==> src/design/teq_pkg.sv <==
package teq_pkg;

    localparam int QUEUE_DEPTH = 16;
    localparam int MAX_RESULTS = 16;
    localparam int CNT_W       = $clog2(MAX_RESULTS);
    localparam int TAG_W       = 32;
    localparam int TIME_W      = 32;

    localparam logic KIND_INSERT = 1'b0;
    localparam logic KIND_TICK   = 1'b1;

    localparam logic [1:0] RES_ACCEPTED = 2'd0;
    localparam logic [1:0] RES_DROPPED  = 2'd1;
    localparam logic [1:0] RES_RELEASED = 2'd2;

    typedef struct packed {
        logic       capture;
        logic       compare;
        logic       insert;
        logic       release_head;
        logic       emit;
        logic [1:0] emit_kind;
        logic       last;
    } t_cmd;

    typedef struct packed {
        logic kind;
        logic full;
        logic head_due;
        logic next_due;
        logic out_free;
    } t_stat;

endpackage

==> src/design/timed_event_queue.sv <==
// Channel   Direction  Handshake          Payload
// input     in         i_valid / o_stall  i_kind, i_event_tag, i_release_time, i_current_time
// output    out        o_valid / i_stall  o_result_kind, o_out_tag, o_out_time, o_last_of_run
//
// An insert passes through capture, a parallel compare of all slots, and the shifted write.
// A tick releases the due events from the head, at most sixteen per tick.
// Events leave one per cycle from the head slot unless the output stalls;
// the slot row shifts by one each time.
// Reset is synchronous and active low; it empties the queue and the output register.
// A stalled output holds its transfer and the controller waits before producing the next one.
module timed_event_queue #(
    parameter int QUEUE_DEPTH = teq_pkg::QUEUE_DEPTH
) (
    input  logic                       i_clk,
    input  logic                       i_rst_n,
    input  logic                       i_valid,
    output logic                       o_stall,
    input  logic                       i_kind,
    input  logic [teq_pkg::TAG_W-1:0]  i_event_tag,
    input  logic [teq_pkg::TIME_W-1:0] i_release_time,
    input  logic [teq_pkg::TIME_W-1:0] i_current_time,
    output logic                       o_valid,
    input  logic                       i_stall,
    output logic [1:0]                 o_result_kind,
    output logic [teq_pkg::TAG_W-1:0]  o_out_tag,
    output logic [teq_pkg::TIME_W-1:0] o_out_time,
    output logic                       o_last_of_run
);

    teq_pkg::t_cmd  w_cmd;
    teq_pkg::t_stat w_stat;

    teq_ctrl u_ctrl (
        .i_clk   (i_clk),
        .i_rst_n (i_rst_n),
        .i_valid (i_valid),
        .o_stall (o_stall),
        .i_stat  (w_stat),
        .o_cmd   (w_cmd)
    );

    teq_dp #(
        .QueueDepth (QUEUE_DEPTH)
    ) u_dp (
        .i_clk          (i_clk),
        .i_rst_n        (i_rst_n),
        .i_kind         (i_kind),
        .i_event_tag    (i_event_tag),
        .i_release_time (i_release_time),
        .i_current_time (i_current_time),
        .i_stall        (i_stall),
        .i_cmd          (w_cmd),
        .o_stat         (w_stat),
        .o_valid        (o_valid),
        .o_result_kind  (o_result_kind),
        .o_out_tag      (o_out_tag),
        .o_out_time     (o_out_time),
        .o_last_of_run  (o_last_of_run)
    );

    a_insert_not_full: assert property (@(posedge i_clk) disable iff (!i_rst_n)
        w_cmd.insert |-> !w_stat.full)
        else $error("Insert issued into a full queue.");

    a_release_due: assert property (@(posedge i_clk) disable iff (!i_rst_n)
        w_cmd.release_head |-> w_stat.head_due)
        else $error("Head released before it was due.");

    a_emit_free: assert property (@(posedge i_clk) disable iff (!i_rst_n)
        w_cmd.emit |-> w_stat.out_free)
        else $error("Result overwrote a pending output transfer.");

    a_busy_after_accept: assert property (@(posedge i_clk) disable iff (!i_rst_n)
        (i_valid && !o_stall) |=> o_stall)
        else $error("Input accepted while an item was still in work.");

endmodule

==> src/design/teq_ctrl.sv <==
module teq_ctrl (
    input  logic          i_clk,
    input  logic          i_rst_n,
    input  logic          i_valid,
    output logic          o_stall,
    input  teq_pkg::t_stat i_stat,
    output teq_pkg::t_cmd  o_cmd
);

    localparam logic [1:0] S_IDLE    = 2'd0;
    localparam logic [1:0] S_INS_CMP = 2'd1;
    localparam logic [1:0] S_INS_WR  = 2'd2;
    localparam logic [1:0] S_TICK    = 2'd3;

    logic [1:0]                r_state;
    logic [1:0]                n_state;
    logic [teq_pkg::CNT_W-1:0] r_cnt;
    logic [teq_pkg::CNT_W-1:0] n_cnt;

    assign o_stall = (r_state != S_IDLE);

    always_comb begin
        n_state = r_state;
        n_cnt   = r_cnt;
        o_cmd   = '0;
        unique case (r_state)
            S_IDLE: begin
                if (i_valid) begin
                    o_cmd.capture = 1'b1;
                    n_cnt         = '0;
                    n_state       = S_INS_CMP;
                end
            end
            S_INS_CMP: begin
                if (i_stat.kind == teq_pkg::KIND_TICK) begin
                    n_state = S_TICK;
                end else begin
                    o_cmd.compare = 1'b1;
                    n_state       = S_INS_WR;
                end
            end
            S_INS_WR: begin
                if (i_stat.out_free) begin
                    o_cmd.emit      = 1'b1;
                    o_cmd.last      = 1'b1;
                    o_cmd.insert    = !i_stat.full;
                    o_cmd.emit_kind = i_stat.full ? teq_pkg::RES_DROPPED
                                                  : teq_pkg::RES_ACCEPTED;
                    n_state         = S_IDLE;
                end
            end
            S_TICK: begin
                if (!i_stat.head_due) begin
                    n_state = S_IDLE;
                end else if (i_stat.out_free) begin
                    o_cmd.emit         = 1'b1;
                    o_cmd.release_head = 1'b1;
                    o_cmd.emit_kind    = teq_pkg::RES_RELEASED;
                    o_cmd.last         = !(i_stat.next_due &&
                        (r_cnt != teq_pkg::CNT_W'(teq_pkg::MAX_RESULTS - 1)));
                    n_cnt              = r_cnt + 1'b1;
                    if (o_cmd.last) begin
                        n_state = S_IDLE;
                    end
                end
            end
            default: begin
                n_state = S_IDLE;
            end
        endcase
    end

    always_ff @(posedge i_clk) begin
        if (!i_rst_n) begin
            r_state <= S_IDLE;
            r_cnt   <= '0;
        end else begin
            r_state <= n_state;
            r_cnt   <= n_cnt;
        end
    end

endmodule

==> src/design/teq_dp.sv <==
module teq_dp #(
    parameter int QueueDepth = teq_pkg::QUEUE_DEPTH
) (
    input  logic                       i_clk,
    input  logic                       i_rst_n,
    input  logic                       i_kind,
    input  logic [teq_pkg::TAG_W-1:0]  i_event_tag,
    input  logic [teq_pkg::TIME_W-1:0] i_release_time,
    input  logic [teq_pkg::TIME_W-1:0] i_current_time,
    input  logic                       i_stall,
    input  teq_pkg::t_cmd              i_cmd,
    output teq_pkg::t_stat             o_stat,
    output logic                       o_valid,
    output logic [1:0]                 o_result_kind,
    output logic [teq_pkg::TAG_W-1:0]  o_out_tag,
    output logic [teq_pkg::TIME_W-1:0] o_out_time,
    output logic                       o_last_of_run
);

    localparam int FillW = $clog2(QueueDepth + 1);

    logic [teq_pkg::TIME_W-1:0] r_time [QueueDepth];
    logic [teq_pkg::TAG_W-1:0]  r_tag  [QueueDepth];
    logic [FillW-1:0]           r_fill;
    logic [QueueDepth-1:0]      r_le;
    logic [QueueDepth-1:0]      n_le;
    logic                       r_kind;
    logic [teq_pkg::TAG_W-1:0]  r_in_tag;
    logic [teq_pkg::TIME_W-1:0] r_when;
    logic [teq_pkg::TIME_W-1:0] r_now;
    logic                       r_valid;

    always_comb begin
        for (int i = 0; i < QueueDepth; i++) begin
            n_le[i] = (FillW'(i) < r_fill) && (r_time[i] <= r_when);
        end
    end

    assign o_stat.kind     = r_kind;
    assign o_stat.full     = (r_fill == FillW'(QueueDepth));
    assign o_stat.head_due = (r_fill != '0) && (r_time[0] <= r_now);
    assign o_stat.next_due = (r_fill > FillW'(1)) && (r_time[1] <= r_now);
    assign o_stat.out_free = !r_valid || !i_stall;

    always_ff @(posedge i_clk) begin
        if (i_cmd.capture) begin
            r_kind   <= i_kind;
            r_in_tag <= i_event_tag;
            r_when   <= i_release_time;
            r_now    <= i_current_time;
        end
        if (i_cmd.compare) begin
            r_le <= n_le;
        end
        if (i_cmd.insert) begin
            if (!r_le[0]) begin
                r_time[0] <= r_when;
                r_tag[0]  <= r_in_tag;
            end
            for (int i = 1; i < QueueDepth; i++) begin
                if (!r_le[i]) begin
                    if (r_le[i-1]) begin
                        r_time[i] <= r_when;
                        r_tag[i]  <= r_in_tag;
                    end else begin
                        r_time[i] <= r_time[i-1];
                        r_tag[i]  <= r_tag[i-1];
                    end
                end
            end
        end else if (i_cmd.release_head) begin
            for (int i = 0; i < QueueDepth - 1; i++) begin
                r_time[i] <= r_time[i+1];
                r_tag[i]  <= r_tag[i+1];
            end
        end
        if (i_cmd.emit) begin
            o_result_kind <= i_cmd.emit_kind;
            o_last_of_run <= i_cmd.last;
            o_out_tag     <= i_cmd.release_head ? r_tag[0] : r_in_tag;
            o_out_time    <= i_cmd.release_head ? r_time[0] : r_when;
        end
    end

    always_ff @(posedge i_clk) begin
        if (!i_rst_n) begin
            r_fill  <= '0;
            r_valid <= 1'b0;
        end else begin
            if (i_cmd.insert) begin
                r_fill <= r_fill + 1'b1;
            end else if (i_cmd.release_head) begin
                r_fill <= r_fill - 1'b1;
            end
            if (i_cmd.emit) begin
                r_valid <= 1'b1;
            end else if (!i_stall) begin
                r_valid <= 1'b0;
            end
        end
    end

    assign o_valid = r_valid;

endmodule

==> config.mk <==
export PLATFORM = sky130hd
export DESIGN_NAME = timed_event_queue
export DESIGN_NICKNAME = d
export VERILOG_FILES = /design/src/design/teq_pkg.sv /design/src/design/timed_event_queue.sv /design/src/design/teq_ctrl.sv /design/src/design/teq_dp.sv
export SDC_FILE = /design/constraint.sdc
export NUM_CORES = 2
export LEC_CHECK = 0
export BUFFER_PORTS_ARGS = -buffer_cell sky130_fd_sc_hd__buf_2
export CAP_MARGIN = 20
export CORE_UTILIZATION = 35
export DETAILED_ROUTE_END_ITERATION = 10
export GPL_TIMING_DRIVEN = 0
export REMOVE_ABC_BUFFERS = 1
export SKIP_LAST_GASP = 1
export SLEW_MARGIN = 40
export SYNTH_ARGS = -nofsm -noshare
export SYNTH_HDL_FRONTEND = slang
export SYNTH_HIERARCHICAL = 1
export SYNTH_SLANG_ARGS = --single-unit
==> constraint.sdc <==
create_clock -name i_clk -period 6.8 [get_ports i_clk]
set_clock_uncertainty 0.05 [all_clocks]
set_input_delay 2.04 -clock i_clk [delete_from_list [all_inputs] [get_ports i_clk]]
set_output_delay 2.04 -clock i_clk [all_outputs]
set_load 0.005 [all_outputs]
==> impl_metrics.py <==
metrics = {
    "yosys": {
        "yosys-top-cells-count": "edfxtp_1, nand2_1, mux2i_1",
        "syn_area_um2": 70500,
        "synthCells": 6389,
        "post-synth-top-area-fraction": 0.513,
        "syn_avg_cell_area_um2": 11.0,
        "ys_ff_latch": 1216,
        "synth_most_common_cell": "edfxtp_1",
        "yosys_warnings": 6,
        "synth_edf_count": 1204,
        "ys_seq_area_frac": 0.516,
        "synth_ff_type": "edfxtp_1",
        "synth-async-reset-ratio": 0,
        "synth.largest_area_cell": "edfxtp_1",
        "ys_types": 65,
        "synth.area.top_cells": "edfxtp_1, mux2i_1, ha_1",
    },
    "drt": {
        "drt_iter0_drc": 4853,
        "finalWirelength_um": 202000,
        "postRouteAntennaNets": 0,
        "via_per_inst": 5.47,
        "wl_per_cell_um": 21.8,
        "vias": 50800,
        "drc_errors": 64,
        "firstDrtPassIters": 11,
    },
    "grt": {
        "antenna_found_initial": 2,
        "grt_util_all_layers": 0.194,
        "grt_first_pass_wirelength_um": 306000,
        "grt_pass1_vias": 50100,
        "overflow": 0,
        "grt_max_degree": 105,
    },
    "worst_setup_path": {
        "path_depth": 24,
        "crit_required_ps": 7270,
        "crit_fanout": 38,
        "cp_num_buf_inv": 14,
        "cpPeakStageDelay_ps": 510,
        "cp-start-kind": "flop",
        "cp_slowest_cell": "nor4_4",
        "cp.arrival_ps": 6950,
        "end_kind": "flop",
        "cpLargestDelayFamily": "buffers and inverters",
        "crit_type": "reg -> reg",
        "crit_chain": "ha_1, nand4_1, nor4_4, nand2_1, o311a_1, a221oi_4, and4_4, buf_12, buf_12, nor2b_4, buf_16, buf_8, buf_8, buf_16, buf_16, buf_8, buf_16, buf_8, buf_8, buf_16, buf_8, buf_8, mux2i_1, o21ai_0",
        "reg2reg_depth": 24,
        "crit_path_frequent_cell": "buf_8",
    },
    "sta": {
        "period_share": 0.952,
        "tightest_slew_ps": 897,
        "fmax_ghz": 0.154,
        "rsz0062_at_grt": "false",
        "drv_slew": 0,
        "worst_slack_ps": 324,
        "finalSetupViolCount": 0,
        "relSlewSlack": 0.397,
        "finalHoldViolations": 0,
        "final.setup.tns_ps": 0,
        "finalCriticalPeriod_ps": 6480,
    },
    "cells_and_area": {
        "drive_gt1_frac": 0.115,
        "stdcell_count": 9282,
        "layout.nets": 7200,
        "post-route-util": 0.409,
        "post-route-cell-area_um2": 81800,
        "syn2layout_area_growth_pct": 16.0,
    },
    "floorplanning": {
        "io_pins": 170,
        "fp.coreArea_um2": 200000,
        "dieWidth_um": 451,
        "dieArea_um2": 203000,
        "start_util": 0.353,
        "floorplan.rows": 164,
        "die_h_um": 451,
    },
    "worst_hold_path": {
        "min_path_cells": 2,
        "holdCritPathClass": "reg -> reg",
    },
    "placement": {
        "dpl_worst_slack_ps": -211,
        "gp_congestion": 0.873,
        "hpwl_um": 152000,
        "dp_cells": 9032,
        "port_buffers": 169,
        "place_area_um2": 77400,
    },
    "clock_tree": {
        "holdBufCountCts": 0,
        "ctsHtreeMaxLevel": 4,
        "cts_made_buffers": 137,
        "cts_tree": "yes",
        "clkLatencyLatePin_ps": 790,
        "clockBufferDepth": 3,
        "numClockSinks": 1216,
        "cts.reportedPaths.clkPinSlew_ps": 60,
        "root_buffer": "clkbuf_16",
    },
    "power": {
        "p_leak_nw": 28.9,
        "peakVddDrop_v": 0.000263,
        "p_per_area_nw_per_um2": 219,
    },
    "job": {
        "maxCapViolCount": 0,
    },
    "run_status": {
        "violations": "DRC",
        "run_status": "complete, but fails checks",
    },
}
==> flip-flops by register name, indices dropped and copies added, names as in the netlist, 2 cells and up <==
name	flops
u_ctrl/r_state	2
u_dp/o_out_time	32
u_dp/r_now	32
u_ctrl/r_cnt	4
u_dp/r_fill	5
u_dp/r_in_tag	32
u_dp/r_time	512
u_dp/o_result_kind	2
u_dp/r_tag	512
u_dp/o_out_tag	32
u_dp/r_le	16
u_dp/r_when	32
==> path summary, 6_finish.rpt <==
kind	start	endpoint	slack, ps
max	u_dp/r_time[0][25]	u_dp/r_tag[1][16]	320
min	u_ctrl/r_cnt[3]	u_ctrl/r_cnt[3]	450
max reg2reg	u_dp/r_time[0][25]	u_dp/r_tag[1][16]	320
min reg2reg	u_ctrl/r_cnt[3]	u_ctrl/r_cnt[3]	450
==> logic make-up (layout without fill, tap and decap cells) <==
family	Yosys count	in the layout	share of synthesized area
XOR/XNOR	4	4	0.000497
buffers and inverters	534	768	0.0333
AO/OA/AOI/OAI	1531	1531	0.117
multiplexers	932	932	0.133
adder cells (fa/ha/maj)	581	581	0.103
other	0	2	0
flip-flops	1216	1216	0.516
AND/OR/NAND/NOR	1591	1592	0.0965
==> per-layer routing <==
metal	wire [um]	part of all wire	global-route usage	vias to the layer above
li1	-	-	-	24100
met5	0	0	0	-
met2	93000	0.46	0.315	1655
met3	11500	0.057	0.0224	346
met4	7800	0.039	0.0799	0
met1	89800	0.44	0.263	24700
==> worst min-delay path: cells and delay by family (launching register included) <==
kind / cells / cell delay (ps)
muxes: 1 / 60
and+or+nand+nor: 1 / 60
DFF: 1 / 320
==> power breakdown <==
| group | internal [mW] | switching [mW] |
|---|---|---|
| combinational | 0.712 | 1.05 |
| clock | 4.11 | 3.19 |
| sequential | 8.55 | 0.285 |
==> what timing repair did <==
action	in CTS	in global routing
resized for setup	1	2
hold endpoints to repair	0	0
pin swaps	0	2
gates cloned	0	1
buffers inserted	1	0
setup endpoints to repair	17	16
==> stage by stage <==
stage | hold slack (ps) | power, mW
2_1_floorplan | 409 | 10.1
3_3_place_gp | 421 | 10.7
3_5_place_dp | 443 | 10.7
4_1_cts | 453 | 18.1
5_1_grt | 466 | 18.6
6_report | 447 | 17.9
==> layout make-up <==
type | instances | area, um^2
fill | 19100 | 118000
sequential | 1216 | 36400
multi-input combinational | 4640 | 32100
timing repair buffer | 424 | 5270
clock buffer | 177 | 3680
tap | 2656 | 3320
clock inverter | 68 | 612
inverter | 99 | 384
antenna | 2 | 5.00
==> placed cells by master (no fill, tap or decap), types with 115 or more instances in the layout <==
| cell | instances |
|---|---|
| ha_1 | 581 |
| edfxtp_1 | 1204 |
| clkbuf_16 | 141 |
| nand2_1 | 1195 |
| buf_2 | 174 |
| nand4_1 | 115 |
| a21oi_1 | 296 |
| mux2i_1 | 866 |
| o21ai_1 | 850 |
| o21ai_0 | 178 |
(Power assumes the default switching activity.)
